<file path="src/rtl/core/bet_pkg.sv">
// Package for the breakpoint envelope table: constants, opcodes, FSM states
// and the transaction structs of the item channels. No dependencies.
package bet_pkg;

    localparam int KEYS_DEF     = 16;
    localparam int CHANNELS_DEF = 4;
    localparam int CH_W         = 2;
    localparam int VAL_W        = 16;
    localparam int ENT_W        = 2 * VAL_W;

    localparam logic signed [VAL_W-1:0] VAL_MAX       = 16'sh7FFF;
    localparam logic signed [VAL_W-1:0] VAL_MIN       = 16'sh8000;
    localparam logic        [3:0]       CHAN_MASK_ALL = 4'hF;

    typedef enum logic [2:0] {
        OP_SET_POS  = 3'd0,
        OP_KEY_MASK = 3'd1,
        OP_DEL_MASK = 3'd2,
        OP_CLR_MASK = 3'd3,
        OP_SET_IN   = 3'd4
    } t_opcode;

    typedef enum logic [1:0] {
        CFG_WRAP_EN  = 2'd0,
        CFG_CLIP_EN  = 2'd1,
        CFG_CLIP_LOW = 2'd2,
        CFG_CLIP_HIGH = 2'd3
    } t_cfg_idx;

    typedef enum logic [3:0] {
        S_IDLE,
        S_NEXT,
        S_SCAN0,
        S_SCAN_RD,
        S_SCAN_CHK,
        S_EVAL,
        S_MUL,
        S_DIV,
        S_DIVEND,
        S_POST,
        S_SHU_RD,
        S_SHU_WR,
        S_SHD_RD,
        S_SHD_WR,
        S_WNEW,
        S_OUT
    } t_state;

    typedef struct packed {
        logic [2:0]              opcode;
        logic [3:0]              channel_mask;
        logic [CH_W-1:0]         channel;
        logic signed [VAL_W-1:0] value;
    } t_in_item;

    typedef struct packed {
        logic [CH_W-1:0]         out_channel;
        logic signed [VAL_W-1:0] out_value;
        logic                    last;
    } t_out_item;

endpackage

</file>
<file path="src/rtl/core/bet_ram.sv">
// Generic single-write, single-read RAM with registered read data.
// No dependencies.
module bet_ram #(
    parameter int WIDTH = 32,
    parameter int DEPTH = 64
) (
    input  logic                     i_clk,
    input  logic                     i_we,
    input  logic [$clog2(DEPTH)-1:0] i_waddr,
    input  logic [WIDTH-1:0]         i_wdata,
    input  logic [$clog2(DEPTH)-1:0] i_raddr,
    output logic [WIDTH-1:0]         o_rdata
);

    logic [WIDTH-1:0] r_mem [DEPTH];
    logic [WIDTH-1:0] r_rdata;

    always_ff @(posedge i_clk) begin
        if (i_we) begin
            r_mem[i_waddr] <= i_wdata;
        end
        r_rdata <= r_mem[i_raddr];
    end

    assign o_rdata = r_rdata;

endmodule

</file>
<file path="src/rtl/core/breakpoint_envelope_table.sv">
// Breakpoint envelope table top level: sequencer, table walk, shared divider.
// Depends on bet_pkg and bet_ram. One transaction at a time.
// Per reported channel: control states, a table walk reading each stored breakpoint,
// multiply and 32-step divide when interpolating; insert adds a write and a read and
// write per moved entry, delete a read and write per moved entry and a second walk.
// Synchronous active-low reset clears control state, counts, masks, position, registers.
module breakpoint_envelope_table
    import bet_pkg::*;
#(
    parameter int KEYS     = KEYS_DEF,
    parameter int CHANNELS = CHANNELS_DEF
) (
    input  logic            i_clk,
    input  logic            i_rst_n,
    input  logic            i_in_valid,
    output logic            o_in_stall,
    input  t_in_item        i_in_data,
    output logic            o_out_valid,
    input  logic            i_out_stall,
    output t_out_item       o_out_data,
    input  logic            i_cfg_valid,
    output logic            o_cfg_ready,
    input  logic [1:0]      i_cfg_index,
    input  logic [VAL_W-1:0] i_cfg_data
);

    localparam int KW = (KEYS > 1) ? $clog2(KEYS) : 1;
    localparam int NW = $clog2(KEYS + 1);
    localparam int AW = CH_W + KW;

    typedef logic signed [VAL_W-1:0] t_val;

    t_state r_state, n_state;

    // configuration
    logic r_wrap_en, r_clip_en;
    t_val r_clip_low, r_clip_high;

    // per-transaction control
    logic [2:0]          r_op;
    logic [CHANNELS-1:0] r_mask;
    logic [CHANNELS-1:0] r_key_mask;
    logic [CH_W-1:0]     r_ch;
    t_val                r_pos;
    logic                r_del_done;
    logic                r_ins;
    t_val                r_res;
    logic [NW-1:0]       r_count [CHANNELS];
    t_val                r_chan_in [CHANNELS];

    // table walk trackers
    logic [NW-1:0] r_k, r_at;
    logic          r_lo_vld, r_hi_vld;
    logic [NW-1:0] r_lo_idx;
    t_val          r_lo_pos, r_lo_val, r_hi_pos, r_hi_val;
    t_val          r_first_pos, r_first_val, r_last_pos, r_last_val;

    // interpolation / divider
    t_val                r_v1;
    logic signed [VAL_W:0] r_diff;
    logic [VAL_W-1:0]    r_d, r_span;
    logic                r_neg;
    logic [31:0]         r_quo;
    logic [VAL_W-1:0]    r_rem;
    logic [5:0]          r_dcnt;

    // RAM
    logic             ram_we;
    logic [AW-1:0]    ram_waddr, ram_raddr;
    logic [ENT_W-1:0] ram_wdata, ram_rdata;
    t_val             rd_pos, rd_val;

    bet_ram #(
        .WIDTH (ENT_W),
        .DEPTH (1 << AW)
    ) u_ram (
        .i_clk   (i_clk),
        .i_we    (ram_we),
        .i_waddr (ram_waddr),
        .i_wdata (ram_wdata),
        .i_raddr (ram_raddr),
        .o_rdata (ram_rdata)
    );

    assign rd_pos = ram_rdata[ENT_W-1:VAL_W];
    assign rd_val = ram_rdata[VAL_W-1:0];

    logic [NW-1:0] cur_n;
    assign cur_n = r_count[r_ch];

    // mask of the incoming transaction
    logic [CHANNELS-1:0] in_mask;
    logic [CHANNELS-1:0] in_sel;
    always_comb begin
        in_mask = i_in_data.channel_mask[CHANNELS-1:0];
        in_sel  = '0;
        for (int c = 0; c < CHANNELS; c++) begin
            if (i_in_data.channel == CH_W'(c)) begin
                in_sel[c] = 1'b1;
            end
        end
    end

    // nearest breakpoint index from the walk trackers
    logic [NW-1:0]         near_idx;
    logic signed [VAL_W:0] dist_hi, dist_lo;
    always_comb begin
        dist_hi = {r_hi_pos[VAL_W-1], r_hi_pos} - {r_pos[VAL_W-1], r_pos};
        dist_lo = {r_pos[VAL_W-1], r_pos} - {r_lo_pos[VAL_W-1], r_lo_pos};
        if (!r_lo_vld) begin
            near_idx = '0;
        end else if (!r_hi_vld) begin
            near_idx = r_lo_idx;
        end else if (dist_hi < dist_lo) begin
            near_idx = r_lo_idx + NW'(1);
        end else begin
            near_idx = r_lo_idx;
        end
    end

    // segment selection for interpolation
    logic  ip_direct;
    t_val  ip_dval, ip_p1, ip_v1, ip_p2, ip_v2;
    logic [VAL_W-1:0] ip_d, ip_span;
    always_comb begin
        ip_direct = 1'b0;
        ip_dval   = '0;
        ip_p1     = r_lo_pos;
        ip_v1     = r_lo_val;
        ip_p2     = r_hi_pos;
        ip_v2     = r_hi_val;
        if (cur_n == '0) begin
            ip_direct = 1'b1;
        end else if (!r_lo_vld) begin
            if (!r_wrap_en) begin
                ip_direct = 1'b1;
                ip_dval   = r_first_val;
            end else begin
                ip_p1 = r_last_pos;
                ip_v1 = r_last_val;
                ip_p2 = r_first_pos;
                ip_v2 = r_first_val;
            end
        end else if (!r_hi_vld) begin
            if (!r_wrap_en) begin
                ip_direct = 1'b1;
                ip_dval   = r_lo_val;
            end else begin
                ip_p2 = r_first_pos;
                ip_v2 = r_first_val;
            end
        end
        ip_d    = r_pos - ip_p1;
        ip_span = ip_p2 - ip_p1;
        if (!ip_direct) begin
            if (ip_span == '0) begin
                ip_direct = 1'b1;
                ip_dval   = ip_v1;
            end else if (ip_d >= ip_span) begin
                ip_direct = 1'b1;
                ip_dval   = ip_v2;
            end
        end
    end

    // saturating add of the channel input to an existing breakpoint
    logic signed [VAL_W:0] sat_sum;
    t_val                  sat_val;
    logic                  key_eq;
    always_comb begin
        sat_sum = {r_lo_val[VAL_W-1], r_lo_val}
                + {r_chan_in[r_ch][VAL_W-1], r_chan_in[r_ch]};
        // top two bits differ on overflow; the top bit gives the direction
        if (sat_sum[VAL_W] != sat_sum[VAL_W-1]) begin
            sat_val = sat_sum[VAL_W] ? VAL_MIN : VAL_MAX;
        end else begin
            sat_val = sat_sum[VAL_W-1:0];
        end
        key_eq = r_lo_vld && (r_lo_pos == r_pos);
    end

    logic is_key;
    assign is_key = (r_op == OP_KEY_MASK) || (r_op == OP_SET_IN);

    // multiply and divider step
    logic signed [33:0] mul_res;
    logic [33:0]        mul_abs;
    logic [VAL_W:0]     div_t;
    assign mul_res = r_diff * $signed({1'b0, r_d});
    assign mul_abs = mul_res[33] ? -mul_res : mul_res;
    assign div_t   = {r_rem, r_quo[31]};

    logic signed [VAL_W+1:0] div_out;
    assign div_out = r_neg ? ({{2{r_v1[VAL_W-1]}}, r_v1} - {2'b00, r_quo[VAL_W-1:0]})
                           : ({{2{r_v1[VAL_W-1]}}, r_v1} + {2'b00, r_quo[VAL_W-1:0]});

    // lowest pending channel
    logic [CH_W-1:0]     pick_ch;
    logic [CHANNELS-1:0] pick_clr;
    always_comb begin
        pick_ch  = '0;
        pick_clr = r_mask;
        for (int c = CHANNELS - 1; c >= 0; c--) begin
            if (r_mask[c]) begin
                pick_ch = CH_W'(c);
            end
        end
        pick_clr[pick_ch] = 1'b0;
    end

    // next state and RAM port control
    always_comb begin
        n_state   = r_state;
        ram_we    = 1'b0;
        ram_waddr = {r_ch, r_k[KW-1:0]};
        ram_wdata = {r_pos, r_res};
        ram_raddr = {r_ch, r_k[KW-1:0]};
        case (r_state)
            S_IDLE: begin
                if (i_in_valid) begin
                    case (i_in_data.opcode)
                        OP_SET_POS: n_state = S_NEXT;
                        OP_KEY_MASK, OP_DEL_MASK: begin
                            if (in_mask != '0) begin
                                n_state = S_NEXT;
                            end
                        end
                        OP_SET_IN: begin
                            if ((in_sel & r_key_mask) != '0) begin
                                n_state = S_NEXT;
                            end
                        end
                        default: n_state = S_IDLE;
                    endcase
                end
            end
            S_NEXT:     n_state = (r_mask == '0) ? S_IDLE : S_SCAN0;
            S_SCAN0:    n_state = (cur_n == '0) ? S_EVAL : S_SCAN_RD;
            S_SCAN_RD:  n_state = S_SCAN_CHK;
            S_SCAN_CHK: n_state = (r_k + NW'(1) == cur_n) ? S_EVAL : S_SCAN_RD;
            S_EVAL: begin
                if (is_key && cur_n == '0) begin
                    n_state = S_WNEW;
                end else if (is_key && key_eq) begin
                    n_state = S_WNEW;
                end else if (r_op == OP_DEL_MASK && !r_del_done) begin
                    if (cur_n == '0) begin
                        n_state = S_OUT;
                    end else if (near_idx + NW'(1) < cur_n) begin
                        n_state = S_SHD_RD;
                    end else begin
                        n_state = S_SCAN0;
                    end
                end else if (ip_direct) begin
                    n_state = S_POST;
                end else begin
                    n_state = S_MUL;
                end
            end
            S_MUL:    n_state = S_DIV;
            S_DIV:    n_state = (r_dcnt == 6'd31) ? S_DIVEND : S_DIV;
            S_DIVEND: n_state = S_POST;
            S_POST: begin
                if (!is_key) begin
                    n_state = S_OUT;
                end else if (cur_n >= NW'(KEYS)) begin
                    n_state = S_WNEW;
                end else if (cur_n > (r_lo_vld ? r_lo_idx + NW'(1) : NW'(0))) begin
                    n_state = S_SHU_RD;
                end else begin
                    n_state = S_WNEW;
                end
            end
            S_SHU_RD: begin
                ram_raddr = {r_ch, KW'(r_k - NW'(1))};
                n_state   = S_SHU_WR;
            end
            S_SHU_WR: begin
                ram_we    = 1'b1;
                ram_wdata = ram_rdata;
                n_state   = (r_k - NW'(1) > r_at) ? S_SHU_RD : S_WNEW;
            end
            S_SHD_RD: begin
                ram_raddr = {r_ch, KW'(r_k + NW'(1))};
                n_state   = S_SHD_WR;
            end
            S_SHD_WR: begin
                ram_we    = 1'b1;
                ram_wdata = ram_rdata;
                n_state   = (r_k + NW'(2) < cur_n) ? S_SHD_RD : S_SCAN0;
            end
            S_WNEW: begin
                ram_we  = 1'b1;
                n_state = S_OUT;
            end
            S_OUT: begin
                if (!i_out_stall) begin
                    n_state = (r_mask == '0) ? S_IDLE : S_NEXT;
                end
            end
            default: n_state = S_IDLE;
        endcase
    end

    always_ff @(posedge i_clk) begin
        if (!i_rst_n) begin
            r_state <= S_IDLE;
        end else begin
            r_state <= n_state;
        end
    end

    // control and configuration registers
    always_ff @(posedge i_clk) begin
        if (!i_rst_n) begin
            r_wrap_en   <= 1'b0;
            r_clip_en   <= 1'b0;
            r_clip_low  <= VAL_MIN;
            r_clip_high <= VAL_MAX;
            r_key_mask  <= '0;
            r_mask      <= '0;
            r_del_done  <= 1'b0;
            r_op        <= '0;
            r_pos       <= '0;
            for (int c = 0; c < CHANNELS; c++) begin
                r_count[c]   <= '0;
                r_chan_in[c] <= '0;
            end
        end else begin
            if (i_cfg_valid) begin
                case (i_cfg_index)
                    CFG_WRAP_EN:   r_wrap_en   <= i_cfg_data[0];
                    CFG_CLIP_EN:   r_clip_en   <= i_cfg_data[0];
                    CFG_CLIP_LOW:  r_clip_low  <= i_cfg_data;
                    CFG_CLIP_HIGH: r_clip_high <= i_cfg_data;
                    default: ;
                endcase
            end
            case (r_state)
                S_IDLE: begin
                    if (i_in_valid) begin
                        r_op <= i_in_data.opcode;
                        case (i_in_data.opcode)
                            OP_SET_POS: begin
                                r_mask <= '1;
                                r_pos  <= i_in_data.value;
                            end
                            OP_KEY_MASK: begin
                                r_key_mask <= in_mask;
                                r_mask     <= in_mask;
                            end
                            OP_DEL_MASK: r_mask <= in_mask;
                            OP_CLR_MASK: begin
                                for (int c = 0; c < CHANNELS; c++) begin
                                    if (in_mask[c]) begin
                                        r_count[c] <= '0;
                                    end
                                end
                            end
                            OP_SET_IN: begin
                                r_mask <= in_sel & r_key_mask;
                                for (int c = 0; c < CHANNELS; c++) begin
                                    if (in_sel[c]) begin
                                        r_chan_in[c] <= i_in_data.value;
                                    end
                                end
                            end
                            default: ;
                        endcase
                    end
                end
                S_NEXT: begin
                    r_mask     <= pick_clr;
                    r_del_done <= 1'b0;
                end
                S_EVAL: begin
                    if (r_op == OP_DEL_MASK && !r_del_done && !(is_key)) begin
                        if (cur_n != '0 && !(near_idx + NW'(1) < cur_n)) begin
                            r_count[r_ch] <= cur_n - NW'(1);
                        end
                        r_del_done <= 1'b1;
                    end
                end
                S_SHD_WR: begin
                    if (!(r_k + NW'(2) < cur_n)) begin
                        r_count[r_ch] <= cur_n - NW'(1);
                    end
                end
                S_WNEW: begin
                    if (r_ins) begin
                        r_count[r_ch] <= cur_n + NW'(1);
                    end
                end
                default: ;
            endcase
        end
    end

    // datapath registers
    always_ff @(posedge i_clk) begin
        case (r_state)
            S_NEXT: r_ch <= pick_ch;
            S_SCAN0: begin
                r_k      <= '0;
                r_lo_vld <= 1'b0;
                r_hi_vld <= 1'b0;
            end
            S_SCAN_CHK: begin
                if (r_k == '0) begin
                    r_first_pos <= rd_pos;
                    r_first_val <= rd_val;
                end
                r_last_pos <= rd_pos;
                r_last_val <= rd_val;
                if (rd_pos <= r_pos) begin
                    r_lo_vld <= 1'b1;
                    r_lo_idx <= r_k;
                    r_lo_pos <= rd_pos;
                    r_lo_val <= rd_val;
                end else if (!r_hi_vld) begin
                    r_hi_vld <= 1'b1;
                    r_hi_pos <= rd_pos;
                    r_hi_val <= rd_val;
                end
                r_k <= r_k + NW'(1);
            end
            S_EVAL: begin
                r_v1   <= ip_v1;
                r_diff <= {ip_v2[VAL_W-1], ip_v2} - {ip_v1[VAL_W-1], ip_v1};
                r_d    <= ip_d;
                r_span <= ip_span;
                if (is_key && cur_n == '0) begin
                    r_res <= r_chan_in[r_ch];
                    r_k   <= '0;
                    r_ins <= 1'b1;
                end else if (is_key && key_eq) begin
                    r_res <= sat_val;
                    r_k   <= r_lo_idx;
                    r_ins <= 1'b0;
                end else if (r_op == OP_DEL_MASK && !r_del_done) begin
                    r_res <= '0;
                    r_k   <= near_idx;
                end else begin
                    r_res <= ip_dval;
                end
            end
            S_MUL: begin
                r_neg  <= mul_res[33];
                r_quo  <= mul_abs[31:0];
                r_rem  <= '0;
                r_dcnt <= '0;
            end
            S_DIV: begin
                if (div_t >= {1'b0, r_span}) begin
                    r_rem <= VAL_W'(div_t - {1'b0, r_span});
                    r_quo <= {r_quo[30:0], 1'b1};
                end else begin
                    r_rem <= div_t[VAL_W-1:0];
                    r_quo <= {r_quo[30:0], 1'b0};
                end
                r_dcnt <= r_dcnt + 6'd1;
            end
            S_DIVEND: r_res <= div_out[VAL_W-1:0];
            S_POST: begin
                if (r_op == OP_SET_POS && r_clip_en) begin
                    if (r_res < r_clip_low) begin
                        r_res <= r_clip_low;
                    end else if (r_res > r_clip_high) begin
                        r_res <= r_clip_high;
                    end
                end
                if (cur_n >= NW'(KEYS)) begin
                    r_k   <= near_idx;
                    r_ins <= 1'b0;
                end else begin
                    r_at  <= r_lo_vld ? r_lo_idx + NW'(1) : NW'(0);
                    r_ins <= 1'b1;
                    if (cur_n > (r_lo_vld ? r_lo_idx + NW'(1) : NW'(0))) begin
                        r_k <= cur_n;
                    end else begin
                        r_k <= r_lo_vld ? r_lo_idx + NW'(1) : NW'(0);
                    end
                end
            end
            S_SHU_WR: r_k <= r_k - NW'(1);
            S_SHD_WR: r_k <= r_k + NW'(1);
            default: ;
        endcase
    end

    assign o_in_stall  = (r_state != S_IDLE);
    assign o_cfg_ready = 1'b1;
    assign o_out_valid = (r_state == S_OUT);
    assign o_out_data  = '{out_channel: r_ch, out_value: r_res, last: (r_mask == '0)};

endmodule

</file>
<file path="config.mk">
export PLATFORM = sky130hd
export DESIGN_NAME = breakpoint_envelope_table
export DESIGN_NICKNAME = d
export VERILOG_FILES = /design/src/rtl/core/bet_pkg.sv /design/src/rtl/core/bet_ram.sv /design/src/rtl/core/breakpoint_envelope_table.sv
export SDC_FILE = /design/constraint.sdc
export NUM_CORES = 2
export LEC_CHECK = 0
export ABC_AREA = 1
export BUFFER_PORTS_ARGS = -buffer_cell sky130_fd_sc_hd__buf_2
export CAP_MARGIN = 20
export CELL_PAD_IN_SITES_DETAIL_PLACEMENT = 1
export CELL_PAD_IN_SITES_GLOBAL_PLACEMENT = 2
export CORE_ASPECT_RATIO = 1.1
export CORE_MARGIN = 1.5
export CORE_UTILIZATION = 35
export DETAILED_ROUTE_END_ITERATION = 7
export MAX_ROUTING_LAYER = met4
export PLACE_DENSITY = 0.66
export RECOVER_POWER = 100
export SYNTH_ARGS = -nofsm -noshare
export SYNTH_HDL_FRONTEND = slang
export SYNTH_SLANG_ARGS = --single-unit
export TNS_END_PERCENT = 30
</file>
<file path="constraint.sdc">
create_clock -name i_clk -period 8.8 [get_ports i_clk]
set_clock_uncertainty 0.1 [all_clocks]
set_input_delay 0.88 -clock i_clk [delete_from_list [all_inputs] [get_ports i_clk]]
set_output_delay 0.88 -clock i_clk [all_outputs]
set_load 0.02 [all_outputs]
</file>
# After elaboration in Yosys (flattened, before gate mapping)
# Memory sizes are Yosys's and may differ from the RTL's. A register that Yosys moved wholly into a read port is not among the register bits.
# Index checks and enable logic that the tools add are counted.
# totals
input_bits,48
mem_bits_rw,2132
elab_cells,367
memories,3
register_bits,350
romBits,0
latch_bits,0
# classes
eq_ne,44
multipliers,1
muxes,182
n_reduce_logical,56
add_sub_neg,18
order_cmp,13
n_div,0
shifts,0
n_bitwise,16
# memory_table
name,words,word_bits,read_ports,rd_ports_with_merged_regs,write_ports,line,text
u_ram.r_mem,64,32,1,1,1,bet_ram.sv:15,logic [WIDTH-1:0] r_mem [DEPTH];
r_chan_in,4,16,1,1,4,breakpoint_envelope_table.sv:49,t_val r_chan_in [CHANNELS];
r_count,4,5,1,1,4,breakpoint_envelope_table.sv:48,logic [NW-1:0] r_count [CHANNELS];
# ops
cell,count
16-bit 2-to-1 mux,36
1-bit 2-to-1 mux,86
5-bit 2-to-1 mux,16
32-bit 2-to-1 mux,2
32-bit case mux with 2 select lines,1
4-bit case mux with 16 select lines,1
16-bit subtractor,4
4-bit 2-to-1 mux,13
16-bit by 16-bit subtractor with 17-bit output,3
16-bit case mux with 3 select lines,1
17-bit by 17-bit multiplier with 34-bit output,1
"4-bit == test, second input constant",8
32-bit negation,1
16-bit case mux with 2 select lines,1
2-bit AND reduction,13
5-bit case mux with 5 select lines,1
4-bit case mux with 3 select lines,2
"5-bit by 1-bit adder with 5-bit output, second input constant",4
3-bit 2-to-1 mux,6
16-bit by 16-bit adder with 17-bit output,1
17-bit by 16-bit >= comparator with 1-bit output,1
17-bit less-than comparator,1
16-bit adder,1
16-bit == test,1
other kinds (53),125

# Depth between registers and ports, before layout
# logic_depth
ltp_word,18
depth_mapped,45
mapped_depth_nobuf,41

# Modules after synthesis
# A second synthesis with hierarchy kept.
# hier_totals
cells_unflattened,11737
area_unflattened_um2,122867.8
# modules_own_cells
module,area_per_inst_um2,seq_area_each_um2,instances,cells_per_inst
bet_ram,82785.6,62139.6,1,6785
breakpoint_envelope_table,40082.2,12411.9,1,4952

# Worst setup path after synthesis
# Ideal clock, no wire load.
# synth_timing
path_kind,flip-flop to flip-flop
from,register r_d[2]
to,register r_quo[30] (data pin)
arrival_ns,6.024
required_time_ns,8.447
synth_period_minus_slack_ns,6.377
path_stages_with_launch,37
setup_ns,0.253
slack_ns,2.423
path_cell_list,edfxtp_1 > clkbuf_1 > clkbuf_1 > nand2_1 > fa_1 > inv_1 > fa_1 > inv_1 > fa_1 > inv_1 > fa_1 > inv_1 > fa_1 > inv_1 > fa_1 > ha_1 > nand2_1 > nor2_1 > inv_1 > nor3_1 > nand2_1 > nand2_1 > nand2_1 > nand2_1 > nand2_1 > nand2_1 > inv_1 > nor2_1 > nand2_1 > nor2_1 > nand3_1 > nand2_1 > nand2_1 > nand2_1 > nand2_1 > nand2_1 > nand2_1
# synth_via
elab_chain_cells,4
# synth_rtl
item,line,text
"start, declared",breakpoint_envelope_table.sv:61,"logic [VAL_W-1:0] r_d, r_span;"
"start signal, assigned",breakpoint_envelope_table.sv:430,r_d <= ip_d;
17-bit by 17-bit multiplier with 34-bit output *,breakpoint_envelope_table.sv:189,"assign mul_res = r_diff * $signed({1'b0, r_d});"
32-bit negation,breakpoint_envelope_table.sv:190,assign mul_abs = mul_res[33] ? -mul_res : mul_res;
32-bit 2-to-1 mux *,breakpoint_envelope_table.sv:190,
32-bit case mux with 2 select lines *,breakpoint_envelope_table.sv:401,case (r_state)
"end signal, assigned",breakpoint_envelope_table.sv:449,r_quo <= mul_abs[31:0];
"end signal, assigned",breakpoint_envelope_table.sv:456,"r_quo <= {r_quo[30:0], 1'b1};"
"end signal, assigned",breakpoint_envelope_table.sv:459,"r_quo <= {r_quo[30:0], 1'b0};"
"end, declared",breakpoint_envelope_table.sv:63,logic [31:0] r_quo;
# Every way passes the cells marked *; elsewhere a longest branch is shown, timed or not.
# A chain may end at the register's enable or synchronous reset.

# Worst setup path in the final report
# layout_timing
from,register r_k[1]
to,"register u_ram.r_rdata[15], in the netlist u_ram.o_rdata[15], read port of u_ram.r_mem"
# layout_via
elab_chain_cells,2
elab_cells_between_ends,3
# layout_rtl
item,line,text
"start, declared",breakpoint_envelope_table.sv:52,"logic [NW-1:0] r_k, r_at;"
"start signal, assigned",breakpoint_envelope_table.sv:425,r_k <= r_k + NW'(1);
"start signal, assigned",breakpoint_envelope_table.sv:438,r_k <= r_lo_idx;
"start signal, assigned",breakpoint_envelope_table.sv:442,r_k <= near_idx;
5-bit by 1-bit adder with 5-bit output / 5-bit by 1-bit subtractor with 5-bit output (equally long branches),-,
4-bit case mux with 2 select lines *,breakpoint_envelope_table.sv:218,case (r_state)
"end, declared",bet_ram.sv:16,logic [WIDTH-1:0] r_rdata;
# Marked as above.

==> results.md <==
- Initial Util: 35.2%
- Detailed Place HPWL: 261,000 um
- Post-CTS sizing: 0
- Clk_lat worst skew: 940 ps
- Sink Count: 2,516
- Power Dens Cells: 214 nW/um^2
- H-tree levels: 5
- Synth area leader: edfxtp_1
- Routed vias/inst: 5.44
- Pins Over Slew Limit: 4,717
- Setup violations, final: 0
- Routability cong.: 0.852
- Router iterations before antenna repair: 5
- Crit path capture: u_ram.o_rdata[15]$_DFF_P_
- Layout net count: 11,400
- Post-synth top area share: 60.1%
- Setup TNS: 0 ps
- # Max-Cap Violations: 109
- Worst-margin pin slew: 4270 ps
- Ys flop type: edfxtp_1
- Fmax: 126 MHz
- Critical path type: flop to flop
- Via count: 84,600
- Initial antenna violation count: 21
- Final WL: 423,000 um
- Hold crit path type: primary input to flop
- Drc violations: 0
- Synth area leaders: edfxtp_1 60%, o21ai_0 5.4%, fa_1 4.8%, nor2_1 4.5%, nand2_1 4.4%
- CP Max Fanout: 80
- Most frequent cells in the layout: 2,416 x edfxtp_1, 1,417 x nor2_1, 1,407 x nand2_1, 1,302 x o21ai_0, 977 x inv_1
- Max clock buf depth: 4
- Max VDD drop: 0.000176 V
- Final cycle utilization of the critical path: 90.4%
- Clk root buf: clkbuf_16
- Area Growth Syn to Fin: 11.9%
- Post-synthesis cell area: 121,000 um^2
- Final ANT Viol Nets: 0
- Final hold violation count: 0
- EDFF count, synth: 2,416
- Crit Reg-Reg Startpoint: r_k[1]$_DFFE_PP_
- FF+latch count, synth: 2,516
- Critical Path RT: 9300 ps
- Setup bufs post-CTS: 0
- Fill count: 37,000
- Worst r2r dst: u_ram.o_rdata[15]$_DFF_P_
- Setup slack, reg-to-reg: 840 ps
- 1st-iter DRT viols: 6,315
- CTS buffer count: 293
- Post-synth net total: 11,400
- Die width: 563 um
- Critical Path Source Type: flop
- Mean Syn Cell Area: 11.2 um^2
- Path depth of the worst reg2reg path: 14
- Share of cells above drive strength 1: 5.83%
- Sequential fraction of the synthesis area: 61.8%
- # IOs: 70
- Worst hold margin: 126 ps
- Total grt overflow: 0
- Synthesized instance count: 10,800
- Worst endpoint data arrival time: 8460 ps
- Commonest non-fill, non-tap cell in the layout: edfxtp_1
- Die Ht: 619 um
- Largest net degree at the start of global routing: 179
- Die footprint: 348,000 um^2
- Synth warn: 0
- Launch point of the critical path: r_k[1]$_DFFE_PP_
- Lkg Pwr: 48.8 nW
- CTS tree: built
- Core Rows: 225
- CTS clk-pin slew, worst paths: 60 ps
- Vias in the first global route: 89,000
- Post-synth ARST share: 0%
- Global-route wire length before repair: 616,000 um
- Status: finished with violations
- CORE AREA: 342,000 um^2
- Critical path capture point type: flop
- RSZ-0062 raised after global routing: false
- GR Util All Layers: 24.7%
- Max-slew headroom: -185%
- Routed wire per std cell: 27.2 um
- Cell variety after synth: 71
- Hold_buf cts: 0
- Min cycle time layout: 7960 ps
- Failing checks: capacitance limit, slew limit
- I/O Buffers: 68
- Hold_sp: i_cfg_data[8]
[per-layer routing]
layer	GRT usage, %	wire [um]	vias to the layer above
met5	-	0	-
met4	8.37	16100	0
met3	2.19	16600	655
met2	42.2	211000	1851
met1	30.8	180000	44000
li1	-	-	38000
[worst min-delay path by stage]
stage	endpoint	slack, ps	cells past startpoint
floorplan	r_lo_idx[4]$_DFFE_PP_	330	0
global placement	r_lo_idx[4]$_DFFE_PP_	360	0
detailed placement	r_lo_idx[4]$_DFFE_PP_	360	0
CTS	r_clip_high[7]$_SDFFE_PN1P_	60	3
global route	r_clip_high[1]$_SDFFE_PN1P_	130	3
finish	r_clip_high[8]$_SDFFE_PN1P_	130	3
[logic make-up (layout without fill, tap and decap cells)]
family / Yosys count / count (layout) / synth area share, %
simple gates: 3193 / 3193 / 10.5
mux: 17 / 17 / 0.157
compound gates: 2632 / 2632 / 12.9
buf+inv: 1633 / 1833 / 5.28
other cells: 1 / 14 / 0.00311
fa+ha+maj: 614 / 614 / 8.16
flops: 2516 / 2516 / 61.8
xor+xnor: 171 / 171 / 1.25
[Yosys cell counts (46+ instances only)]
cell / count
xor2_1: 123
nand2_1: 1418
o21ai_0: 1293
fa_1: 288
o22ai_1: 287
o221ai_1: 263
nand3_1: 147
inv_1: 1019
ha_1: 326
nand4_1: 88
dfxtp_1: 100
nor2_1: 1446
buf_2: 137
a21oi_1: 337
clkbuf_1: 434
o211ai_1: 270
o21ai_1: 70
xnor2_1: 46
edfxtp_1: 2416
[stage by stage]
stage	instance area (um^2)	setup slack (ps)	total power (W)	instances	util (%)
2_1_floorplan	121000	2420	0.0159	10800	-
3_3_place_gp	126000	1080	0.0174	15000	36.9
3_5_place_dp	126000	1070	0.0174	15000	36.9
4_1_cts	136000	1050	0.0292	15500	39.6
5_1_grt	135000	284	0.0300	15500	39.4
6_report	135000	843	0.0290	15500	39.4
[area by class of cell]
class,count,area (um^2),area share (%)
diodes,13,32.5,0.0241
multi-input cells,6628,40000,29.6
clock buffers,373,7760,5.74
flip-flops and latches,2516,74600,55.2
well taps,4540,5680,4.21
inverters,1038,3920,2.90
repair buffers,267,1660,1.23
clock inverters,155,1430,1.06
[critical path, cell delays in order, from the launching register on]
cell	delay [ps]
edfxtp_1	540
inv_1	280
ha_1	320
nand2_1	360
nand2_1	220
xor2_1	390
nor2_1	140
a211oi_4	170
clkbuf_2	2350
inv_6	790
buf_12	480
o211ai_1	290
nand2_1	240
nand2_1	390
nand4_1	420
[report_power, final]
group / switching (W) / internal [W] / leakage (nW)
registers: 0.000142 / 0.0132 / 22.9
clock network: 0.00515 / 0.00663 / 4.43
logic: 0.00277 / 0.00103 / 21.5
total: 0.00806 / 0.0209 / 48.8
[sequential cells by signal (all words and copies together) (netlist names), 17 cells and up, named ones only]
signal and count:
r_chan_in 64, r_count 20, r_diff 17, r_quo 32, u_ram.o_rdata 32, u_ram.r_mem 2048
Note: power is estimated with default switching activity, not from simulation.
